[src/hdl/polygon_area_elastic_energy_macros.svh]
// Assertion macros shared by the polygon area elastic energy RTL
`ifndef POLYGON_AREA_ELASTIC_ENERGY_MACROS_SVH
`define POLYGON_AREA_ELASTIC_ENERGY_MACROS_SVH

`ifndef SYNTHESIS

// Same-cycle implication, disabled while reset is asserted
`define PAE_ASSERT_SAME(label, clk, rst_n, ante, cons, msg) \
	label: assert property (@(posedge clk) disable iff (!rst_n) (ante) |-> (cons)) \
		else $error(msg);

// Next-cycle implication, disabled while reset is asserted
`define PAE_ASSERT_NEXT(label, clk, rst_n, ante, cons, msg) \
	label: assert property (@(posedge clk) disable iff (!rst_n) (ante) |=> (cons)) \
		else $error(msg);

`else

`define PAE_ASSERT_SAME(label, clk, rst_n, ante, cons, msg)
`define PAE_ASSERT_NEXT(label, clk, rst_n, ante, cons, msg)

`endif

`endif

[src/hdl/pae_mul.sv]
// Shared 33x33 signed multiplier with registered product
module pae_mul (
	input  logic               clk,
	input  logic signed [32:0] op_a,
	input  logic signed [32:0] op_b,
	output logic signed [65:0] prod
);

	logic signed [65:0] prod_q;

	// One product per cycle, available the cycle after issue
	always_ff @(posedge clk) begin
		prod_q <= op_a * op_b;
	end

	assign prod = prod_q;

endmodule

[config.mk]
export PLATFORM = sky130hd
export DESIGN_NAME = pae_mul
export DESIGN_NICKNAME = d
export VERILOG_FILES = /design/src/hdl/polygon_area_elastic_energy_macros.svh /design/src/hdl/pae_mul.sv
export SDC_FILE = /design/constraint.sdc
export NUM_CORES = 2
export LEC_CHECK = 0
export BUFFER_PORTS_ARGS = -buffer_cell sky130_fd_sc_hd__buf_4
export CORE_UTILIZATION = 55
export CTS_BUF_LIST = sky130_fd_sc_hd__clkbuf_16
export DETAILED_ROUTE_END_ITERATION = 6
export HOLD_SLACK_MARGIN = 0.05
export PLACE_DENSITY_LB_ADDON = 0.05
export SLEW_MARGIN = 25
export SYNTH_ARGS = -nofsm -noshare
export SYNTH_HDL_FRONTEND = slang
export SYNTH_SLANG_ARGS = --single-unit
[constraint.sdc]
create_clock -name clk -period 7.95 [get_ports clk]
set_clock_uncertainty 0.1 [all_clocks]
set_input_delay 0.795 -clock clk [delete_from_list [all_inputs] [get_ports clk]]
set_output_delay 0.795 -clock clk [all_outputs]
set_load 0.1 [all_outputs]
---- Yosys cells after proc, flatten, opt, wreduce, memory -nomap -nowiden ----
Cells that the tools add are included.
word-level totals
  word-level logic and storage cells ...... 2
  bits in registers ....................... 66
  output and inout bits ................... 66
operators by class
  multipliers ............................. 1
operator list
  cell            number
  $mul 33x33->66  1

---- Logic depth before layout (Yosys ltp) ----
  depth after elaboration ................. 1
  depth in mapped cells ................... 27

---- Worst setup path after synthesis ----
Ideal clock, no wire load.
  path type ............................... input-to-reg
  start ................................... in op_a[32]
  end ..................................... reg prod_q[62], in the netlist prod[62]
  stages .................................. 23
  path slack .............................. -0.181 ns
  setup time .............................. 0.079 ns
  arrival ................................. 7.952 ns
  cells stage by stage .................... clkbuf_1 > nand2_1 > inv_1 > fa_1 > fa_1 > fa_1 > fa_1 > fa_1 > fa_1 > fa_1 > inv_1 > fa_1 > inv_1 > ha_1 > clkbuf_1 > and3_1 > nand3_1 > nand2b_1 > a2111oi_4 > a211oi_4 > a21o_2 > a21o_1 > a211oi_2
between the ends
  word-level cells in the longest chain between the ends .. 1
RTL lines
  what                  line           RTL
  from (decl)           pae_mul.sv:4   input logic signed [32:0] op_a,
  $mul 33x33->66        pae_mul.sv:13  prod_q <= op_a * op_b;
  to (signal assigned)  pae_mul.sv:13
  to (decl)             pae_mul.sv:9   logic signed [65:0] prod_q;
Every way passes these cells.

---- Worst setup path after layout ----
  start ................................... in op_a[24]
  end ..................................... reg prod_q[58], in the netlist prod[58]
Same word-level chain as after synthesis.

==> results.toml <==
[status]
status = "complete, but fails checks"
violations = "DRC"

[worst_setup_path]
max_stage_delay_ns = 0.58
path_buf_inv = 8
cp_slowest_cell = "fa_1"
worst_ep_required_time_ns = 8.08
cp_top_family = "adder cells"
end_kind = "flop"
path_class = "in -> reg"
worstPathArrival_ns = 7.81
cp-start-kind = "primary input"
path_max_fanout = 22
crit_top_cell = "fa_1"

[sta]
timing.slew.headroom_pct = 60.1
fin_setup_tns_ns = 0
fin_crit_ns = 7.68
final-max-slew-violation-count = 0
worst_slack_ns = 0.269
finalCritPeriodShare_pct = 96.6
rsz0062_at_grt = "no"
hold_violations = 0
clock.fmax_ghz = 0.130
tightest_slew_ns = 0.598
setup_viol = 0

[yosys]
synth-edff-count = 0
dominantRegCellSynth = "dfxtp_1"
yosysSeqAreaShare_pct = 3.24
synthSimpleGateAreaFrac_pct = 15.8
ys_ff_latch = 66
synth_area_per_cell_um2 = 9.39
synth_nets = 5767
synth_top_family_by_area = "adder cells"
synthAdderAreaFrac_pct = 62.9
synth_compound_area_share_pct = 4.07
synthMuxAreaShare_pct = 0
postSynthCellCount = 4338
synth-xor-area-share_pct = 1.46
async_flop_share_pct = 0
netlist_area_um2 = 40700
yosys_warnings = 0
synthDistinctLibCells = 80

[clock_tree]
clock_path_buffers = 2
clk_pin_slew_ns = 0.06
holdBufCountCts = 0
cts.sinks = 66
htree_levels = 3
cts_tree = "done"
cts_root_buf = "clkbuf_16"
numCtsBuffers = 9

[place]
dp_cells = 5477
place_congestion = 0.946
place_hpwl_um = 96300
pre_cts_slack_ns = -0.151
port-buffer-count = 132

[final_layout]
final_core_utilization_pct = 61.0
largest_reg_flops = 66
drive_gt1_share_pct = 10.1
fin_cells = 5496
final_nets = 5958
syn_to_final_growth_pct = 9.39

[flow_run]
maxCapViolations = 0

[global_route]
globalRouteOverflowTotal = 0
grt_pass1_wl_um = 173000
grt_pass1_vias = 31573
grt_usage_pct = 30.3
antenna_found_initial = 3
grt_max_degree = 34

[floorplan]
initial_utilization_pct = 55.7
fp-row-count = 99
pin_count = 133
die-area_um2 = 75200
die-height_um = 274
fp.dieW_um = 274
coreArea_um2 = 73100

[route]
ant_nets = 0
drt-pass1-iter-count = 7
finalWirelength_um = 107000
remaining_drc_errors = 20
first_iter_violations = 1436
wl_per_cell_um = 19.6
via_count = 28839
viasPerCell = 5.25

[min_path]
min_path_type = "in -> reg"
## worst paths after layout
| check | startpoint | endpoint | slack, ns | cells past startpoint |
|---|---|---|---|---|
| hold / removal | op_b[0] | prod[0] | 0.96 | 3 |
| setup / recovery | op_a[24] | prod[58] | 0.27 | 26 |
## Yosys cell counts, types with 12 or more instances
cell | count | area (um2)
o21ai_0 | 25 | 125
ha_1 | 217 | 2720
nor2_1 | 68 | 255
nand2b_1 | 12 | 75.1
dfxtp_1 | 66 | 1320
nand2_1 | 551 | 2070
nand3_1 | 25 | 125
a21o_1 | 36 | 270
fa_1 | 1145 | 22900
clkbuf_1 | 208 | 781
xnor2_1 | 43 | 377
a21oi_1 | 57 | 285
inv_1 | 1131 | 4250
and2_1 | 562 | 3520
xor2_1 | 25 | 219
## stage by stage
stage | hold slack [ns] | area, um2
3_3_place_gp | 1.19 | 44300
2_1_floorplan | 0.822 | 40700
5_1_grt | 0.965 | 44600
6_report | 0.965 | 44600
4_1_cts | 0.939 | 44500
3_5_place_dp | 1.19 | 44300
## area by class of cell
cell class,count,area (um2)
diodes,3,7.51
clock buffers,9,225
clock inverters,7,61.3
fillers,6507,28500
inverters,1131,4250
multi-input cells,2920,34300
flip-flops and latches,66,1320
well taps,959,1200
repair buffers,401,3170
## cells by family (layout without fill, tap and decap cells)
family,count (synthesis),in the layout
compound gates,219,219
fa+ha+maj,1362,1362
simple gates,1271,1271
buf+inv,1352,1548
other cells,0,3
flops,66,66
xor+xnor,68,68
## metal layers
metal	global-route usage [%]	vias to the layer above	wire length (um)
met3	2.51	204	4120
li1	-	12709	-
met2	55.5	675	58100
met5	0	-	10
met4	11.2	2	4680
met1	37.3	15249	40600
## layout by cell type (no fill, tap or decap), types with 7 or more instances in the layout
cell type     n
o21bai_1     11
nand2_1     551
nand4_1      11
and2_1      562
nand3_1      25
nor2_1       68
buf_4       388
dfxtp_1      66
nor3_1        7
inv_1      1131
xnor2_1      43
a21o_1       36
a211oi_1      7
ha_1        217
fa_1       1143
a31oi_1       8
a21oi_1      56
xor2_1       25
nand2b_1     12
buf_12       13
o21ai_0      25
clkbuf_16     9
## timing repair
action                     in CTS  in global routing
gates resized for setup         0                  2
buffers inserted                0                  0
hold endpoints to repair        0                  0
setup endpoints to repair       0                  3
## worst min-delay path: cells and delay by family
family	cells	cell delay (ns)
and+or+nand+nor	1	0.16
buffers and inverters	2	0.40
Power is not shown: default switching activity piles up to over one toggle a cycle in this logic, so the estimate is an artifact.
