===== config.mk =====
export PLATFORM = sky130hd
export DESIGN_NAME = pae_ctrl
export DESIGN_NICKNAME = d
export VERILOG_FILES = /design/src/hdl/pae_pkg.sv /design/src/hdl/pae_ctrl.sv
export VERILOG_INCLUDE_DIRS = /design/src /design/src/hdl
export SDC_FILE = /design/constraint.sdc
export NUM_CORES = 1
export LEC_CHECK = 0
export ABC_AREA = 1
export BUFFER_PORTS_ARGS = -buffer_cell sky130_fd_sc_hd__buf_2
export CORE_MARGIN = 5
export CORE_UTILIZATION = 51
export CTS_BUF_LIST = sky130_fd_sc_hd__clkbuf_4 sky130_fd_sc_hd__clkbuf_8 sky130_fd_sc_hd__clkbuf_16
export DETAILED_ROUTE_END_ITERATION = 12
export PLACE_DENSITY = 0.76
export REMOVE_ABC_BUFFERS = 1
export SLEW_MARGIN = 40
export SYNTH_ARGS = -nofsm -noshare
export SYNTH_HDL_FRONTEND = slang
export SYNTH_SLANG_ARGS = --single-unit

===== constraint.sdc =====
create_clock -name clk -period 1.3 [get_ports clk]
set_input_delay 0 -clock clk [delete_from_list [all_inputs] [get_ports clk]]
set_output_delay 0 -clock clk [all_outputs]
set_load 0.005 [all_outputs]

===== src/hdl/polygon_area_elastic_energy_macros.svh =====
// Assertion macros shared by the polygon area elastic energy RTL
`ifndef POLYGON_AREA_ELASTIC_ENERGY_MACROS_SVH
`define POLYGON_AREA_ELASTIC_ENERGY_MACROS_SVH

`ifndef SYNTHESIS

// Same-cycle implication, disabled while reset is asserted
`define PAE_ASSERT_SAME(label, clk, rst_n, ante, cons, msg) \
	label: assert property (@(posedge clk) disable iff (!rst_n) (ante) |-> (cons)) \
		else $error(msg);

// Next-cycle implication, disabled while reset is asserted
`define PAE_ASSERT_NEXT(label, clk, rst_n, ante, cons, msg) \
	label: assert property (@(posedge clk) disable iff (!rst_n) (ante) |=> (cons)) \
		else $error(msg);

`else

`define PAE_ASSERT_SAME(label, clk, rst_n, ante, cons, msg)
`define PAE_ASSERT_NEXT(label, clk, rst_n, ante, cons, msg)

`endif

`endif


===== src/hdl/pae_pkg.sv =====
// Package: constants, sequencer states and control types for the polygon area block
package pae_pkg;

	// Fraction bits of the vertex coordinates
	localparam int COORD_FRAC_BITS = 16;

	// Cross sum carries 2*COORD_FRAC_BITS fraction bits; area is Q32.32 after halving
	localparam int AREA_SHIFT = 31 - 2 * COORD_FRAC_BITS;
	localparam int AREA_LSH   = (AREA_SHIFT > 0) ? AREA_SHIFT : 0;
	localparam int AREA_RSH   = (AREA_SHIFT < 0) ? -AREA_SHIFT : 0;

	// Energy: d^2 (64 fraction bits) times k (16 fraction bits), halved, to Q32.32
	localparam int ENERGY_SHIFT = 49;

	localparam logic [31:0] STIFF_RESET = 32'd65536;

	localparam logic signed [63:0] S64_MAX = {1'b0, {63{1'b1}}};
	localparam logic signed [63:0] S64_MIN = {1'b1, {63{1'b0}}};

	// Sequencer states
	typedef enum logic [4:0] {
		ST_IDLE,
		ST_CR_A,
		ST_CR_B,
		ST_CR_C,
		ST_CR_SUM,
		ST_CL_A,
		ST_CL_B,
		ST_CL_C,
		ST_CL_SUM,
		ST_AREA,
		ST_MAG,
		ST_SQ0,
		ST_SQ1,
		ST_SQ2,
		ST_SQ3,
		ST_K,
		ST_K_LAST,
		ST_OUT
	} state_t;

	// Operand pair fed to the shared multiplier
	typedef enum logic [2:0] {
		MS_PREVX_Y,
		MS_X_PREVY,
		MS_X_FIRSTY,
		MS_FIRSTX_Y,
		MS_LO_LO,
		MS_LO_HI,
		MS_HI_HI,
		MS_W_K
	} mul_sel_t;

	// Datapath register update for the cycle
	typedef enum logic [3:0] {
		DP_NONE,
		DP_ACCEPT,
		DP_DIFF_LOAD,
		DP_DIFF_SUB,
		DP_CROSS_SUM,
		DP_AREA,
		DP_MAG,
		DP_W_LOAD,
		DP_W_ADD33,
		DP_W_ADD64,
		DP_K_STEP,
		DP_K_LAST,
		DP_OUT
	} dp_op_t;

	// Sequencer to datapath
	typedef struct packed {
		logic     idle;
		mul_sel_t msel;
		dp_op_t   op;
		logic     k_consume;
	} ctrl_t;

	// Datapath to sequencer
	typedef struct packed {
		logic mid;
		logic last;
		logic out_free;
	} stat_t;

endpackage


===== src/hdl/pae_ctrl.sv =====
// Sequencer that steps the shared multiplier through cross, area and energy terms
`include "polygon_area_elastic_energy_macros.svh"

module pae_ctrl (
	input  logic           clk,
	input  logic           arst_n,
	input  logic           accept,
	input  logic           last_vertex,
	input  pae_pkg::stat_t stat,
	output pae_pkg::ctrl_t ctrl
);

	pae_pkg::state_t state_q, state_d;
	logic [1:0]      kcnt_q;

	// State register
	always_ff @(posedge clk or negedge arst_n) begin
		if (!arst_n) begin
			state_q <= pae_pkg::ST_IDLE;
		end else begin
			state_q <= state_d;
		end
	end

	// Limb counter for the stiffness pass
	always_ff @(posedge clk or negedge arst_n) begin
		if (!arst_n) begin
			kcnt_q <= 2'd0;
		end else if (state_q == pae_pkg::ST_K) begin
			kcnt_q <= kcnt_q + 2'd1;
		end else begin
			kcnt_q <= 2'd0;
		end
	end

	// Next state
	always_comb begin
		state_d = state_q;
		unique case (state_q)
			pae_pkg::ST_IDLE: begin
				if (accept) begin
					if (stat.mid) begin
						state_d = pae_pkg::ST_CR_A;
					end else if (last_vertex) begin
						state_d = pae_pkg::ST_CL_A;
					end
				end
			end
			pae_pkg::ST_CR_A:   state_d = pae_pkg::ST_CR_B;
			pae_pkg::ST_CR_B:   state_d = pae_pkg::ST_CR_C;
			pae_pkg::ST_CR_C:   state_d = pae_pkg::ST_CR_SUM;
			pae_pkg::ST_CR_SUM: state_d = stat.last ? pae_pkg::ST_CL_A : pae_pkg::ST_IDLE;
			pae_pkg::ST_CL_A:   state_d = pae_pkg::ST_CL_B;
			pae_pkg::ST_CL_B:   state_d = pae_pkg::ST_CL_C;
			pae_pkg::ST_CL_C:   state_d = pae_pkg::ST_CL_SUM;
			pae_pkg::ST_CL_SUM: state_d = pae_pkg::ST_AREA;
			pae_pkg::ST_AREA:   state_d = pae_pkg::ST_MAG;
			pae_pkg::ST_MAG:    state_d = pae_pkg::ST_SQ0;
			pae_pkg::ST_SQ0:    state_d = pae_pkg::ST_SQ1;
			pae_pkg::ST_SQ1:    state_d = pae_pkg::ST_SQ2;
			pae_pkg::ST_SQ2:    state_d = pae_pkg::ST_SQ3;
			pae_pkg::ST_SQ3:    state_d = pae_pkg::ST_K;
			pae_pkg::ST_K:      state_d = (kcnt_q == 2'd3) ? pae_pkg::ST_K_LAST : pae_pkg::ST_K;
			pae_pkg::ST_K_LAST: state_d = pae_pkg::ST_OUT;
			pae_pkg::ST_OUT:    state_d = stat.out_free ? pae_pkg::ST_IDLE : pae_pkg::ST_OUT;
			default:            state_d = pae_pkg::ST_IDLE;
		endcase
	end

	// Outputs: operand select issues, op consumes the previous product
	always_comb begin
		ctrl.idle      = 1'b0;
		ctrl.msel      = pae_pkg::MS_PREVX_Y;
		ctrl.op        = pae_pkg::DP_NONE;
		ctrl.k_consume = 1'b0;
		unique case (state_q)
			pae_pkg::ST_IDLE: begin
				ctrl.idle = 1'b1;
				ctrl.op   = accept ? pae_pkg::DP_ACCEPT : pae_pkg::DP_NONE;
			end
			pae_pkg::ST_CR_A: ctrl.msel = pae_pkg::MS_PREVX_Y;
			pae_pkg::ST_CR_B: begin
				ctrl.msel = pae_pkg::MS_X_PREVY;
				ctrl.op   = pae_pkg::DP_DIFF_LOAD;
			end
			pae_pkg::ST_CR_C:   ctrl.op = pae_pkg::DP_DIFF_SUB;
			pae_pkg::ST_CR_SUM: ctrl.op = pae_pkg::DP_CROSS_SUM;
			pae_pkg::ST_CL_A:   ctrl.msel = pae_pkg::MS_X_FIRSTY;
			pae_pkg::ST_CL_B: begin
				ctrl.msel = pae_pkg::MS_FIRSTX_Y;
				ctrl.op   = pae_pkg::DP_DIFF_LOAD;
			end
			pae_pkg::ST_CL_C:   ctrl.op = pae_pkg::DP_DIFF_SUB;
			pae_pkg::ST_CL_SUM: ctrl.op = pae_pkg::DP_CROSS_SUM;
			pae_pkg::ST_AREA:   ctrl.op = pae_pkg::DP_AREA;
			pae_pkg::ST_MAG:    ctrl.op = pae_pkg::DP_MAG;
			pae_pkg::ST_SQ0:    ctrl.msel = pae_pkg::MS_LO_LO;
			pae_pkg::ST_SQ1: begin
				ctrl.msel = pae_pkg::MS_LO_HI;
				ctrl.op   = pae_pkg::DP_W_LOAD;
			end
			pae_pkg::ST_SQ2: begin
				ctrl.msel = pae_pkg::MS_HI_HI;
				ctrl.op   = pae_pkg::DP_W_ADD33;
			end
			pae_pkg::ST_SQ3: ctrl.op = pae_pkg::DP_W_ADD64;
			pae_pkg::ST_K: begin
				ctrl.msel      = pae_pkg::MS_W_K;
				ctrl.op        = pae_pkg::DP_K_STEP;
				ctrl.k_consume = (kcnt_q != 2'd0);
			end
			pae_pkg::ST_K_LAST: ctrl.op = pae_pkg::DP_K_LAST;
			pae_pkg::ST_OUT:    ctrl.op = stat.out_free ? pae_pkg::DP_OUT : pae_pkg::DP_NONE;
			default:            ctrl.op = pae_pkg::DP_NONE;
		endcase
	end

	`PAE_ASSERT_SAME(a_kcnt_only_in_k, clk, arst_n, state_q != pae_pkg::ST_K, kcnt_q == 2'd0, "limb counter moved outside the stiffness pass")
	`PAE_ASSERT_SAME(a_k_last_after_four, clk, arst_n, state_q == pae_pkg::ST_K_LAST, $past(state_q) == pae_pkg::ST_K && $past(kcnt_q) == 2'd3, "stiffness pass ended early")
	`PAE_ASSERT_SAME(a_accept_when_idle, clk, arst_n, accept, state_q == pae_pkg::ST_IDLE, "vertex taken while busy")

endmodule


# Word-level counts from Yosys, hierarchy flattened
# Cells that the tools add are included.
# W data, S select, Z words.
# totals
reg_bits,7
inputBits,7
# op_classes
add_sub_neg,1
n_eq_ne,20
mux,14
n_reduce_logical,6
# ops
cell,count
$pmux W5 S18,1
$pmux W4 S12,1
$eq A5 B4 Y1 const B,8
$mux W5,5
$pmux W3 S7,1
$eq A5 B3 Y1 const B,4
$eq A5 B2 Y1 const B,2
$eq A5 B5 Y1 const B,2
$reduce_or A2 Y1,3
$eq A5 B1 Y1 const B,1
$logic_not A5 Y1,1
$mux W4,1
$mux W1,3
$mux W3,1
$ne A3 B3 Y1 const B,1
$add A2 B1 Y2 const B,1
$eq A2 B2 Y1 const B,1
$mux W2,1
$ne A2 B2 Y1 const B,1
$reduce_and A2 Y1,1
$reduce_bool A2 Y1,1

# Logic depth before layout (Yosys ltp)
# Gate-level depths: netlist of run 1.
# depth
word_depth,4
mapped_depth,9
depth_no_buf,8

# Worst setup path after synthesis of run 1
# No wires, ideal clock.
# synth_timing
kind,reg-to-reg
startpoint,reg state_q[3]
endpoint,reg state_q[2]
required_time_ns,1.177
n_path_buf,1
arrival_time_ns,1.094
path_slack_ns,0.083
path_stages_with_launch,7
synth_period_minus_slack_ns,1.217
path_cell_list,dfrtp_1 buf_6 nor2_1 nand3_2 inv_1 nand2_1 a21boi_1
# synth_between
elab_chain_len,3
word_cells_on_any_way,22
# synth_rtl
item,line_no,text
start: declaration,pae_ctrl.sv:13,"pae_pkg::state_t state_q, state_d;"
start signal: assignment,pae_ctrl.sv:19,state_q <= pae_pkg::ST_IDLE;
start signal: assignment,pae_ctrl.sv:21,state_q <= state_d;
"parallel branches: the longest is 3 deep, another holds $pmux W5 S18",--,
# Several ways; the timed one is not identified.
# A chain may end at the register's enable or synchronous reset.

==> insert_results.sql, run 1 <==
INSERT INTO impl_metrics (metric_group, metric, value, unit) VALUES
('logic_synthesis', 'async_reset_ff_share', '100', '%'),
('placed_design', 'io_buffers', '15', ''),
('cts', 'cts.sinks', '7', ''),
('worst_setup_path', 'worst-endpoint-required', '1.30', 'ns'),
('status', 'outcome', 'finished, violations left', ''),
('floorplanning', 'die_height', '46.6', 'um'),
('placed_design', 'setup_ws_pre_cts', '-0.000734', 'ns'),
('sta', 'final_hold_viol_count', '0', ''),
('drt', 'drtAntennaViolNets', '0', ''),
('worst_setup_path', 'cp_max_fo', '4', ''),
('sta', 'timing.final.max_slew_violations', '0', ''),
('logic_synthesis', 'synth.largest_area_cell', 'sky130_fd_sc_hd__dfrtp_1', ''),
('logic_synthesis', 'synthMostInstantiatedCell', 'sky130_fd_sc_hd__nand2_1', ''),
('floorplanning', 'fp.dieArea', '2170', 'um^2'),
('worst_setup_path', 'worst_setup_path_end_kind', 'output port', ''),
('pwr', 'p_leak', '0.647', 'nW'),
('worst_setup_path', 'cp_slowest_cell', 'sky130_fd_sc_hd__dfrtp_2', ''),
('drt', 'totalWireLength', '3.54', 'mm'),
('drt', 'routed_wire_length_per_instance', '22.6', 'um'),
('global_route', 'grt_first_pass_wirelength', '3.54', 'mm'),
('pwr', 'vdd.ir_drop.worst', '2.05', 'mV'),
('placed_design', 'detailed_place_hpwl', '1.50', 'mm'),
('sta', 'min_period', '1.58', 'ns'),
('logic_synthesis', 'dominantRegCellSynth', 'sky130_fd_sc_hd__dfrtp_1', ''),
('worst_setup_path', 'worstPathBufferInverterCount', '2', ''),
('floorplanning', 'floorplan.rows', '13', ''),
('final_layout', 'final_cells', '157', ''),
('drt', 'first_pass_iters', '6', ''),
('drt', 'drcViolationCount', '0', ''),
('cts', 'cts_htree_levels', '1', ''),
('logic_synthesis', 'synth_top_area_share', '25.6', '%'),
('placed_design', 'routabilityCongestion', '0.884', ''),
('sta', 'tightest_slew', '0.260', 'ns'),
('logic_synthesis', 'synth_edf_count', '0', ''),
('min_path', 'holdCritPathClass', 'in2async', ''),
('pwr', 'p_int', '0.00137', 'W'),
('drt', 'route.detailed.vias_per_inst', '6.46', ''),
('floorplanning', 'initial_cell_density_of_the_core', '53.2', '%'),
('logic_synthesis', 'yosys-top-cells-count', 'sky130_fd_sc_hd__nand2_1, sky130_fd_sc_hd__inv_1, sky130_fd_sc_hd__nor2_1', ''),
('global_route', 'grt_start_max_net_pins', '9', ''),
('placed_design', 'dpl.cell_count', '133', ''),
('cts', 'cts.root.buffer_cell', 'sky130_fd_sc_hd__clkbuf_4', ''),
('final_layout', 'num-nets-final', '152', ''),
('final_layout', 'antenna_diodes', '0', ''),
('worst_setup_path', 'criticalPathCategory', 'reg2out', ''),
('logic_synthesis', 'synth_area', '683', 'um^2'),
('sta', 'final-setup-viol-count', '12', ''),
('logic_synthesis', 'synth.ff_latch_count', '7', ''),
('global_route', 'overflow', '0', ''),
('logic_synthesis', 'synth.area.top_cells', 'sky130_fd_sc_hd__dfrtp_1, sky130_fd_sc_hd__nand2_1, sky130_fd_sc_hd__inv_1, sky130_fd_sc_hd__nor2_1, sky130_fd_sc_hd__nand3_1', ''),
('final_layout', 'layout-drive-gt1-share', '63.4', '%'),
('logic_synthesis', 'distinct_cell_type_count_of_the_synthesized_netlist', '21', ''),
('cts', 'cts_tree', 'yes', ''),
('pwr', 'clock_power_share', '8.0', '%'),
('drt', 'detail_route.iter0.violations', '88', ''),
('pwr', 'comb_power_share', '76.0', '%'),
('sta', 'fin_crit_sh', '121', '%'),
('status', 'violations', 'setup timing', ''),
('pwr', 'pwr-share-seq', '16.0', '%'),
('pwr', 'switching_share', '50.9', '%'),
('sta', 'max_freq', '0.634', 'GHz'),
('pwr', 'total_switching_power', '0.00142', 'W'),
('sta', 'clock_skew', '0.00645', 'ns'),
('global_route', 'via_count_of_the_first_global_routing_pass', '853', ''),
('logic_synthesis', 'synth.yosys.warnings', '0', ''),
('floorplanning', 'io_pins', '16', ''),
('final_layout', 'area.growth.synth_to_final', '74.9', '%'),
('logic_synthesis', 'synthesis.instances', '95', ''),
('cts', 'cts.path.max_buffers', '2', ''),
('worst_setup_path', 'worst_path_cell_chain', 'buf_6 -> nor3_4 -> nand4_1 -> o211ai_1 -> buf_2', ''),
('sta', 'worst_slack', '-0.278', 'ns');
final timing paths:
path | endpoint | cells after the start | slack, ns
max in group asynchronous | state_q[0] | 2 | 0.99
worst max-delay path | ctrl[3] | 5 | -0.28
worst min-delay path | state_q[1] | 2 | 0.13
worst max register to register | state_q[0] | 10 | -0.26
worst min register to register | kcnt_q[0] | 1 | 0.47
min in group clk | state_q[4] | 4 | 0.20
what timing repair did:
action | in CTS | in global routing
hold buffers | 1 | 0
setup buffers | 10 | 9
resized for setup | 17 | 29
hold endpoints to repair | 7 | 0
setup endpoints to repair | 8 | 12
pin swaps | 7 | 11
cell type report:
cell class                 instances  area [um^2]
sequential                         7          180
tap                               15         18.8
inverter                          16         65.1
clock buffer                       4         30.0
multi-input combinational         70          531
fill                              42         90.1
timing repair buffer              45          370
sequential cells by signal, summed over array words and instances (netlist names):
register	cells
state_q	5
kcnt_q	2
cell families (layout without fill, tap and decap cells):
group                      count (synthesis)  in the layout  synth area share (%)
DFF                                        7              7                  25.6
buffers and inverters                     18             65                  12.5
and+or+nand+nor                           55             55                  45.4
adders and majority gates                  2              2                  3.66
AOI/OAI and AO/OA                         13             13                  12.8
metal layers:
| layer | wire (um) | global-route usage [%] | share of wire [%] |
|---|---|---|---|
| met3 | 380 | 3.91 | 11 |
| met4 | 175 | 14.2 | 4.9 |
| met1 | 1270 | 25.5 | 36 |
| met2 | 1720 | 39.6 | 49 |
| met5 | 0 | 0 | 0 |
through the flow:
step	area, um^2	power (W)	hold WS [ns]	TNS [ns]
floorplan	661	0.00114	-0.296	0
global placement	842	0.00169	-0.163	-0.00334
detailed placement	842	0.00172	-0.156	-0.000734
CTS	1030	0.00220	0.110	-0.668
global route	1190	0.00291	0.140	-2.74
finish	1190	0.00279	0.130	-2.10
power by group through the flow:
stage,registers [W],logic (W),clock network [W]
2_1_floorplan,0.000399,0.000743,0
3_3_place_gp,0.000396,0.00130,0
3_5_place_dp,0.000402,0.00132,0
4_1_cts,0.000411,0.00157,0.000220
5_1_grt,0.000456,0.00221,0.000239
6_report,0.000446,0.00212,0.000223
cells in the final DEF, fill, tap and decap left out, types with 3 or more instances in the layout:
master | synthesis | routed
sky130_fd_sc_hd__buf_4 | 0 | 19
sky130_fd_sc_hd__buf_2 | 0 | 15
sky130_fd_sc_hd__nand2_1 | 18 | 11
sky130_fd_sc_hd__inv_1 | 13 | 8
sky130_fd_sc_hd__nor2_4 | 4 | 7
sky130_fd_sc_hd__inv_2 | 2 | 7
sky130_fd_sc_hd__nor2_1 | 13 | 6
sky130_fd_sc_hd__nand3_1 | 9 | 6
sky130_fd_sc_hd__buf_6 | 2 | 6
sky130_fd_sc_hd__nor2_2 | 1 | 5
sky130_fd_sc_hd__nand2_4 | 2 | 5
sky130_fd_sc_hd__nand4_1 | 5 | 5
sky130_fd_sc_hd__o211ai_1 | 5 | 5
sky130_fd_sc_hd__nand3_2 | 1 | 4
sky130_fd_sc_hd__clkbuf_4 | 0 | 4
sky130_fd_sc_hd__dfrtp_2 | 0 | 4
sky130_fd_sc_hd__nand2_2 | 0 | 3
sky130_fd_sc_hd__dfrtp_1 | 7 | 3
sky130_fd_sc_hd__buf_12 | 0 | 3
No activity file was read; power rests on OpenSTA's default activity.
==> run 2, diff against run 1 <==
--- a/config.mk
+++ b/config.mk
@@ -8,7 +8,7 @@
 export LEC_CHECK = 0
 export ABC_AREA = 1
 export BUFFER_PORTS_ARGS = -buffer_cell sky130_fd_sc_hd__buf_2
-export CORE_MARGIN = 5
+export CAP_MARGIN = 20
 export CORE_UTILIZATION = 51
 export CTS_BUF_LIST = sky130_fd_sc_hd__clkbuf_4 sky130_fd_sc_hd__clkbuf_8 sky130_fd_sc_hd__clkbuf_16
 export DETAILED_ROUTE_END_ITERATION = 12
==> run 2 against run 1 <==
- the run still ends with setup timing left
- die area fell by 31%
- cell area fell by 8.9%
- maximum frequency rose by 0.62%
- global-route usage rose by 15 points
- setup slack improved by 0.0097 ns
- sequential power fell by 3%
- core utilization barely moved
- total power fell by 11%
- first-iteration DRC count rose by 4.5%
- hold slack got worse by 0.031 ns
- highest routed layer unchanged
==> insert_results.sql, run 2 (synthesis gave the netlist of run 1 again) <==
INSERT INTO impl_metrics (metric_group, metric, value, unit) VALUES
('status', 'outcome', 'finished, violations left', ''),
('status', 'violations', 'setup timing', ''),
('worst_setup_path', 'cp_slowest_stage_delay', '0.44', 'ns'),
('final_layout', 'layout-drive-gt1-share', '56.2', '%'),
('drt', 'detail_route.iter0.violations', '92', ''),
('floorplanning', 'io_pins', '16', ''),
('final_layout', 'layout.cells.most_common', 'sky130_fd_sc_hd__buf_4', ''),
('pwr', 'power-per-cell-area', '2290', 'nW/um^2'),
('global_route', 'grt_start_max_net_pins', '9', ''),
('worst_setup_path', 'worstPathBufferInverterCount', '3', ''),
('drt', 'drcViolationCount', '0', ''),
('sta', 'slew_margin_rel', '79.8', '%'),
('job', 'max_cap_violations', '0', ''),
('worst_setup_path', 'worst_setup_path_end_kind', 'output port', ''),
('drt', 'vias', '955', ''),
('final_layout', 'num-nets-final', '147', ''),
('pwr', 'design_power', '0.00249', 'W'),
('cts', 'cts_tree', 'yes', ''),
('drt', 'totalWireLength', '2.93', 'mm'),
('cts', 'cts_htree_levels', '1', ''),
('cts', 'cts.path.max_buffers', '2', ''),
('sta', 'rsz_0062_raised_after_global_routing', 'true', ''),
('sta', 'fin_crit_sh', '121', '%'),
('placed_design', 'detailed_place_hpwl', '1.37', 'mm'),
('drt', 'first_pass_iters', '4', ''),
('placed_design', 'postPlaceCellArea', '833', 'um^2'),
('final_layout', 'most-common-layout-cells', 'sky130_fd_sc_hd__buf_4, sky130_fd_sc_hd__buf_2, sky130_fd_sc_hd__nand2_1, sky130_fd_sc_hd__inv_1, sky130_fd_sc_hd__nand3_1', ''),
('global_route', 'grt_first_pass_wirelength', '3.70', 'mm'),
('final_layout', 'register_bank_with_the_most_flops', 'state_q', ''),
('placed_design', 'dpl.cell_count', '131', ''),
('sta', 'final_hold_viol_count', '0', ''),
('pwr', 'vdd.ir_drop.worst', '1.67', 'mV'),
('final_layout', 'finish.instance_area', '1090', 'um^2'),
('drt', 'route.detailed.vias_per_inst', '6.32', ''),
('floorplanning', 'floorplan.rows', '12', ''),
('global_route', 'via_count_of_the_first_global_routing_pass', '797', ''),
('final_layout', 'largest_register_ffs', '5', ''),
('cts', 'cts.root.buffer_cell', 'sky130_fd_sc_hd__clkbuf_4', ''),
('sta', 'min_period', '1.57', 'ns'),
('drt', 'routed_wire_length_per_instance', '19.4', 'um'),
('worst_setup_path', 'worst_path_cell_chain', 'buf_4 -> nand2_4 -> inv_6 -> nand3_4 -> nand2_2 -> a21oi_2 -> nand3_1 -> buf_2', ''),
('final_layout', 'largest_registers_in_the_final_layout', 'state_q (5), kcnt_q (2)', ''),
('worst_setup_path', 'criticalPathCategory', 'reg2out', ''),
('final_layout', 'area.growth.synth_to_final', '59.3', '%'),
('placed_design', 'routabilityCongestion', '0.944', ''),
('pwr', 'p_leak', '0.578', 'nW'),
('worst_setup_path', 'crit_path_start_kind', 'flip-flop', ''),
('cts', 'cts_made_buffers', '3', ''),
('global_route', 'grt_antenna_before_repair', '0', ''),
('sta', 'worst_slack', '-0.268', 'ns'),
('placed_design', 'io_buffers', '15', ''),
('cts', 'cts.sinks', '7', ''),
('drt', 'drtAntennaViolNets', '0', ''),
('floorplanning', 'initial_cell_density_of_the_core', '58.3', '%'),
('sta', 'max_freq', '0.638', 'GHz'),
('worst_setup_path', 'crit_arrival', '1.57', 'ns'),
('floorplanning', 'core_area', '1170', 'um^2'),
('global_route', 'global_route.usage.total', '37.8', '%'),
('cts', 'worst_setup_hold_path_clk_slew', '0.06', 'ns'),
('worst_setup_path', 'critical-path-top-delay-family', 'flip-flops', ''),
('final_layout', 'antenna_diodes', '0', ''),
('floorplanning', 'die_height', '38.6', 'um'),
('floorplanning', 'die_width', '38.6', 'um'),
('worst_setup_path', 'worst-endpoint-required', '1.30', 'ns'),
('sta', 'final-setup-viol-count', '13', ''),
('cts', 'insertion_delay', '0.27', 'ns'),
('worst_setup_path', 'cp_slowest_cell', 'sky130_fd_sc_hd__dfrtp_2', ''),
('global_route', 'overflow', '0', ''),
('floorplanning', 'fp.dieArea', '1490', 'um^2'),
('sta', 'clock_skew', '0.00691', 'ns'),
('worst_setup_path', 'cp_max_fo', '5', ''),
('sta', 'tightest_slew', '0.301', 'ns'),
('sta', 'hold_slack', '0.0988', 'ns'),
('sta', 'timing.final.max_slew_violations', '0', ''),
('final_layout', 'final_cells', '151', ''),
('sta', 'tns', '-2.41', 'ns'),
('min_path', 'holdCritPathClass', 'in2reg', '');
run 2: worst paths after layout:
check	endpoint	depth (start not counted)	slack [ns]	startpoint
max	ctrl[1]	8	-0.27	state_q[3]
min	state_q[0]	5	0.1	last_vertex
max reg2reg	state_q[0]	8	-0.19	state_q[3]
min reg2reg	kcnt_q[0]	1	0.51	kcnt_q[0]
max in group asynchronous	state_q[3]	2	1.01	arst_n
min in group asynchronous	state_q[0]	2	0.11	arst_n
run 2: area by class of cell:
cell class,count,area (um^2)
inverters,16,65.1
repair buffers,40,300
clock buffers,4,30.0
well taps,14,17.5
multi-input cells,70,495
flip-flops and latches,7,180
fillers,48,82.6
run 2: repair_timing:
action | 4_1_cts | 5_1_grt
setup endpoints to repair | 10 | 14
pin swaps | 9 | 6
endpoints found under the hold margin | 7 | 0
hold buffers | 1 | 0
gates resized for setup | 15 | 20
setup buffers | 11 | 5
run 2: metrics by stage:
step / setup WS (ns) / utilization [%]
6_report: -0.268 / 92.9
5_1_grt: -0.335 / 92.9
4_1_cts: -0.197 / 85.1
3_5_place_dp: -0.00337 / 71.2
3_3_place_gp: 0.00492 / 71.2
2_1_floorplan: 0.0440 / -
run 2: report_power, final:
group / internal, W / total (W) / switching, W
clock: 0.000139 / 0.000235 / 0.0000961
combinational: 0.000801 / 0.00182 / 0.00102
sequential: 0.000299 / 0.000433 / 0.000134
run 2: worst min-delay path: stages:
cell                      delay [ns]
sky130_fd_sc_hd__buf_2          0.07
sky130_fd_sc_hd__o21ai_0        0.06
sky130_fd_sc_hd__nand2_1        0.09
sky130_fd_sc_hd__nand2_1        0.06
sky130_fd_sc_hd__inv_1          0.06
run 2: layer usage:
metal / share of wire (%) / GRT usage [%] / vias up
met5: 0 / 0 / -
met4: 6.7 / 19.8 / 0
met2: 47 / 60.8 / 83
li1: - / - / 404
met1: 36 / 44.0 / 437
met3: 9.8 / 12.1 / 31
==> run 3, diff against run 2 <==
--- a/config.mk
+++ b/config.mk
@@ -6,10 +6,10 @@
 export SDC_FILE = /design/constraint.sdc
 export NUM_CORES = 1
 export LEC_CHECK = 0
-export ABC_AREA = 1
+export ABC_AREA = 0
 export BUFFER_PORTS_ARGS = -buffer_cell sky130_fd_sc_hd__buf_2
 export CAP_MARGIN = 20
-export CORE_UTILIZATION = 51
+export CORE_UTILIZATION = 50
 export CTS_BUF_LIST = sky130_fd_sc_hd__clkbuf_4 sky130_fd_sc_hd__clkbuf_8 sky130_fd_sc_hd__clkbuf_16
 export DETAILED_ROUTE_END_ITERATION = 12
 export PLACE_DENSITY = 0.76
==> run 3 against run 2 <==
- the run now fails in global routing
- synthesized cell count down 16%
- synthesized area decreased by 4.6%
==> insert_results.sql, run 3 <==
INSERT INTO impl_metrics (metric_group, metric, value, unit) VALUES
('status', 'outcome', 'aborted with a tool error', ''),
('status', 'failed_stage', 'global routing', ''),
('status', 'tool_error', '[ERROR DPL-0038] Utilization greater than 100%, impossible to legalize', ''),
('logic_synthesis', 'synth.ff_latch_count', '7', ''),
('logic_synthesis', 'synthesis.instances', '80', ''),
('logic_synthesis', 'synthSimpleGateAreaFrac', '30.3', '%'),
('logic_synthesis', 'synth-seq-area-share', '26.9', '%'),
('logic_synthesis', 'yosys-top-cells-count', 'sky130_fd_sc_hd__dfrtp_1, sky130_fd_sc_hd__nor3_1, sky130_fd_sc_hd__inv_1', ''),
('logic_synthesis', 'synth.area.top_cells', 'sky130_fd_sc_hd__dfrtp_1, sky130_fd_sc_hd__nor3_1, sky130_fd_sc_hd__a21oi_1, sky130_fd_sc_hd__ha_1, sky130_fd_sc_hd__nand2b_1', ''),
('logic_synthesis', 'distinct_cell_type_count_of_the_synthesized_netlist', '36', ''),
('floorplanning', 'die_width', '38.1', 'um'),
('logic_synthesis', 'dominant_combinational_cell_family_by_area_after_synthesis', 'simple AND/OR/NAND/NOR gates', ''),
('cts', 'cts_made_buffers', '3', ''),
('cts', 'cts_htree_levels', '1', ''),
('floorplanning', 'io_pins', '16', ''),
('sta', 'grt_worst_setup_endpoint', 'ctrl[2]', ''),
('logic_synthesis', 'synth_top_area_share', '26.9', '%'),
('logic_synthesis', 'synth_area', '652', 'um^2'),
('placed_design', 'routabilityCongestion', '0.831', ''),
('sta', 'worst_path_end_type', 'primary output', ''),
('placed_design', 'detailed_place_hpwl', '1.24', 'mm'),
('floorplanning', 'die_height', '38.1', 'um'),
('global_route', 'grt_start_max_net_pins', '11', ''),
('cts', 'cts.sinks', '7', ''),
('placed_design', 'io_buffers', '15', ''),
('cts', 'cts.root.buffer_cell', 'sky130_fd_sc_hd__clkbuf_4', ''),
('logic_synthesis', 'async_reset_ff_share', '100', '%'),
('logic_synthesis', 'synth.yosys.warnings', '0', ''),
('logic_synthesis', 'synth-xor-area-share', '1.34', '%'),
('logic_synthesis', 'synth-compound-area-share', '27.1', '%'),
('logic_synthesis', 'post_synth_fa_ha_maj_area_fraction', '3.84', '%'),
('logic_synthesis', 'synth_edf_count', '0', ''),
('placed_design', 'postPlaceCellArea', '848', 'um^2'),
('floorplanning', 'floorplan.rows', '12', ''),
('cts', 'cts.path.max_buffers', '2', ''),
('logic_synthesis', 'dominantRegCellSynth', 'sky130_fd_sc_hd__dfrtp_1', ''),
('logic_synthesis', 'yosys-mux-area-fraction', '0', '%'),
('logic_synthesis', 'syn_area_per_cell', '8.15', 'um^2'),
('floorplanning', 'initial_cell_density_of_the_core', '56.4', '%'),
('logic_synthesis', 'synth.largest_area_cell', 'sky130_fd_sc_hd__dfrtp_1', '');
-- run 3: cell families after synthesis --
logic type | count (synthesis)
DFF | 7
adders and majority gates | 2
xor gates and xnor gates | 1
buffers and inverters | 13
and+or+nand+nor | 33
AOI/OAI and AO/OA | 24
-- run 3: what timing repair did --
| item | 4_1_cts |
|---|---|
| hold endpoints to repair | 7 |
| endpoints found under the setup margin | 14 |
| hold buffers | 1 |
| setup buffers | 12 |
| pin swaps | 7 |
| gates resized for setup | 21 |
-- run 3: per-stage QoR --
| step | hold WS (ns) | instances | setup WS (ns) |
|---|---|---|---|
| after floorplan | -0.296 | 73 | -0.0540 |
| after global placement | -0.166 | 122 | -0.0335 |
| after detailed placement | -0.165 | 122 | -0.0746 |
| after CTS | 0.0855 | 138 | -0.172 |
==> run 4, diff against run 3 <==
--- a/config.mk
+++ b/config.mk
@@ -9,10 +9,10 @@
 export ABC_AREA = 0
 export BUFFER_PORTS_ARGS = -buffer_cell sky130_fd_sc_hd__buf_2
 export CAP_MARGIN = 20
-export CORE_UTILIZATION = 50
-export CTS_BUF_LIST = sky130_fd_sc_hd__clkbuf_4 sky130_fd_sc_hd__clkbuf_8 sky130_fd_sc_hd__clkbuf_16
+export CORE_AREA = 2 2 63 65
 export DETAILED_ROUTE_END_ITERATION = 12
-export PLACE_DENSITY = 0.76
+export DIE_AREA = 0 0 65 67
+export PLACE_DENSITY_LB_ADDON = 0.15
 export REMOVE_ABC_BUFFERS = 1
 export SLEW_MARGIN = 40
 export SYNTH_ARGS = -nofsm -noshare
==> run 4 against run 3 <==
- the flow now finishes, with violations (setup timing)
- synthesized cell count unchanged
- synthesized area stayed put
==> insert_results.sql, run 4 <==
INSERT INTO impl_metrics (metric_group, metric, value, unit) VALUES
('final_layout', 'final_cells', '176', ''),
('global_route', 'overflow', '0', ''),
('worst_setup_path', 'ff2ff_setup_slack', '-0.12', 'ns'),
('cts', 'worst_setup_hold_path_clk_slew', '0.04', 'ns'),
('final_layout', 'final.fill_count', '408', ''),
('floorplanning', 'die_height', '67', 'um'),
('cts', 'insertion_delay', '0.22', 'ns'),
('final_layout', 'multi_input_comb_area', '477', 'um^2'),
('sta', 'tightest_slew', '0.321', 'ns'),
('logic_synthesis', 'dominantRegCellSynth', 'sky130_fd_sc_hd__dfrtp_1', ''),
('cts', 'cts.root.buffer_cell', 'sky130_fd_sc_hd__clkbuf_8', ''),
('logic_synthesis', 'synth_area', '652', 'um^2'),
('pwr', 'design_power', '0.00282', 'W'),
('logic_synthesis', 'synth_top_area_share', '26.9', '%'),
('global_route', 'grt_antenna_before_repair', '0', ''),
('cts', 'cts.sinks', '7', ''),
('status', 'violations', 'setup timing', ''),
('worst_setup_path', 'reg2reg_to', 'kcnt_q[0]', ''),
('logic_synthesis', 'synth.ff_latch_count', '7', ''),
('cts', 'cts_made_buffers', '3', ''),
('worst_setup_path', 'cp_max_fo', '6', ''),
('sta', 'clock_skew', '0.00180', 'ns'),
('floorplanning', 'initial_cell_density_of_the_core', '18.1', '%'),
('cts', 'cts.path.max_buffers', '2', ''),
('pwr', 'power-per-cell-area', '2390', 'nW/um^2'),
('final_layout', 'antenna_diodes', '0', ''),
('worst_setup_path', 'crit_path_start_kind', 'flip-flop', ''),
('floorplanning', 'core_area', '3610', 'um^2'),
('logic_synthesis', 'syn_area_per_cell', '8.15', 'um^2'),
('logic_synthesis', 'synth.area.top_cells', 'sky130_fd_sc_hd__dfrtp_1, sky130_fd_sc_hd__nor3_1, sky130_fd_sc_hd__a21oi_1, sky130_fd_sc_hd__ha_1, sky130_fd_sc_hd__nand2b_1', ''),
('worst_setup_path', 'worst-endpoint-required', '1.30', 'ns'),
('min_path', 'holdCritPathClass', 'in2async', ''),
('sta', 'final-setup-viol-count', '12', ''),
('sta', 'slew_margin_rel', '78.3', '%'),
('worst_setup_path', 'critical-path-top-delay-family', 'simple AND/OR/NAND/NOR gates', ''),
('logic_synthesis', 'synth.yosys.warnings', '0', ''),
('worst_setup_path', 'worstRegToRegCells', '7', ''),
('worst_setup_path', 'crit_arrival', '1.47', 'ns'),
('drt', 'drcViolationCount', '0', ''),
('global_route', 'global_route.usage.total', '10.8', '%'),
('cts', 'cts_htree_levels', '1', ''),
('logic_synthesis', 'synth_edf_count', '0', ''),
('worst_setup_path', 'cp_num_cells', '6', ''),
('pwr', 'vdd.ir_drop.worst', '0.857', 'mV'),
('logic_synthesis', 'async_reset_ff_share', '100', '%'),
('final_layout', 'final_util', '32.8', '%'),
('sta', 'worst_slack', '-0.171', 'ns'),
('job', 'max_cap_violations', '0', ''),
('global_route', 'grt_first_pass_wirelength', '3.66', 'mm'),
('worst_setup_path', 'crit-reg2reg-launch', 'state_q[2]', ''),
('worst_setup_path', 'worst_path_cell_chain', 'buf_6 -> buf_6 -> nand2_4 -> or3_4 -> nor2_2 -> buf_2', ''),
('worst_setup_path', 'cp_slowest_stage_delay', '0.45', 'ns'),
('worst_setup_path', 'worst_setup_path_end_kind', 'output port', ''),
('logic_synthesis', 'synthesis.instances', '80', ''),
('sta', 'final_hold_viol_count', '0', ''),
('worst_setup_path', 'worstPathBufferInverterCount', '3', ''),
('drt', 'vias', '769', ''),
('drt', 'drtAntennaViolNets', '0', ''),
('sta', 'rsz_0062_raised_after_global_routing', 'true', ''),
('logic_synthesis', 'yosys-top-cells-count', 'sky130_fd_sc_hd__dfrtp_1, sky130_fd_sc_hd__nor3_1, sky130_fd_sc_hd__inv_1', ''),
('final_layout', 'layout-drive-gt1-share', '57.8', '%'),
('drt', 'first_pass_iters', '4', ''),
('sta', 'fin_crit_sh', '113', '%'),
('final_layout', 'register_bank_with_the_most_flops', 'state_q', ''),
('final_layout', 'area.growth.synth_to_final', '81.2', '%'),
('drt', 'totalWireLength', '2.14', 'mm'),
('logic_synthesis', 'synth.largest_area_cell', 'sky130_fd_sc_hd__dfrtp_1', ''),
('worst_setup_path', 'criticalPathCategory', 'reg2out', ''),
('global_route', 'grt_start_max_net_pins', '14', ''),
('sta', 'timing.final.max_slew_violations', '0', ''),
('floorplanning', 'die_width', '65', 'um'),
('drt', 'route.detailed.vias_per_inst', '4.37', ''),
('final_layout', 'finish.instance_area', '1180', 'um^2'),
('final_layout', 'regArea', '180', 'um^2'),
('floorplanning', 'floorplan.rows', '22', ''),
('logic_synthesis', 'synth-seq-area-share', '26.9', '%'),
('placed_design', 'detailed_place_hpwl', '1.59', 'mm'),
('placed_design', 'setup_ws_pre_cts', '-0.0727', 'ns'),
('logic_synthesis', 'distinct_cell_type_count_of_the_synthesized_netlist', '36', ''),
('drt', 'detail_route.iter0.violations', '26', ''),
('floorplanning', 'fp.dieArea', '4360', 'um^2'),
('final_layout', 'largest_register_ffs', '5', ''),
('placed_design', 'dpl.cell_count', '159', ''),
('placed_design', 'io_buffers', '15', ''),
('final_layout', 'most-common-layout-cells', 'sky130_fd_sc_hd__buf_4, sky130_fd_sc_hd__buf_2, sky130_fd_sc_hd__buf_6, sky130_fd_sc_hd__nor3_1', ''),
('worst_setup_path', 'cp_slowest_cell', 'sky130_fd_sc_hd__dfrtp_2', ''),
('status', 'outcome', 'finished, violations left', ''),
('floorplanning', 'io_pins', '16', ''),
('final_layout', 'num-nets-final', '138', ''),
('drt', 'routed_wire_length_per_instance', '12.1', 'um'),
('final_layout', 'largest_registers_in_the_final_layout', 'state_q (5), kcnt_q (2)', ''),
('final_layout', 'layout.cells.most_common', 'sky130_fd_sc_hd__buf_4', ''),
('cts', 'cts_tree', 'yes', ''),
('sta', 'max_freq', '0.680', 'GHz'),
('sta', 'min_period', '1.47', 'ns'),
('worst_setup_path', 'cell_seen_most_often_among_critical_path_stages', 'sky130_fd_sc_hd__buf_6', ''),
('global_route', 'via_count_of_the_first_global_routing_pass', '820', ''),
('placed_design', 'postPlaceCellArea', '913', 'um^2'),
('pwr', 'p_leak', '0.585', 'nW'),
('placed_design', 'routabilityCongestion', '0.781', '');
-- run 4: cell counts after synthesis --
No cell type changed its count.
-- run 4: worst reg2reg max path: cells and delay by family, from the launching register on --
kind	cells	cell delay (ns)
buffers and inverters	4	0.46
DFF	1	0.45
and+or+nand+nor	3	0.44
-- run 4: cells by family after synthesis --
logic type,share of synthesized area [%]
XOR/XNOR,1.34
AND/OR/NAND/NOR,30.3
AO/OA/AOI/OAI,27.1
flip-flops,26.9
buffers and inverters,10.6
adder cells (fa/ha/maj),3.84
-- run 4: worst max path at each step --
| stage | start | end | slack [ns] |
|---|---|---|---|
| 5_1_grt | state_q[2] | ctrl[0] | -0.23 |
| 6_report | state_q[2] | ctrl[0] | -0.17 |
| 4_1_cts | state_q[0] | ctrl[0] | -0.16 |
| 3_5_place_dp | state_q[1] | state_q[2] | -0.07 |
| 3_3_place_gp | state_q[3] | state_q[2] | -0.07 |
| 2_1_floorplan | kcnt_q[0] | state_q[2] | -0.05 |
-- run 4: area by class of cell --
class	count	share of cell area [%]
Clock buffer	4	3.81
Inverter	6	1.91
Multi-Input combinational cell	60	40.4
Sequential cell	7	15.3
Timing Repair Buffer	51	33.6
Tap cell	48	5.08
-- run 4: per-stage QoR --
step / setup TNS, ns / hold WS, ns
after floorplan: -0.0647 / -0.296
final: -1.27 / 0.141
after global routing: -2.02 / 0.176
after detailed placement: -0.154 / -0.151
after global placement: -0.113 / -0.153
after CTS: -1.32 / 0.121
-- run 4: repair_timing --
action                                  in CTS  in global routing
endpoints found under the hold margin        7                  0
setup buffers                               10                  3
pin swaps                                    4                  9
endpoints found under the setup margin      12                 12
gates resized for setup                     17                 15
hold buffers                                 1                  0
-- run 4: report_power, final --
group / internal [W] / leakage [nW] / switching, W
Combinational: 0.00120 / 0.484 / 0.000851
Clock: 0.000211 / 0.0228 / 0.0000857
Sequential: 0.000314 / 0.0783 / 0.000157
Total: 0.00173 / 0.585 / 0.00109
-- run 4: layer usage --
metal / global-route usage [%] / up-vias / share of wire, %
met5: 0 / - / 0
met3: 1.18 / 4 / 2.9
li1: - / 383 / -
met2: 20.0 / 13 / 49
met4: 4.52 / 0 / 1.2
met1: 12.5 / 369 / 46
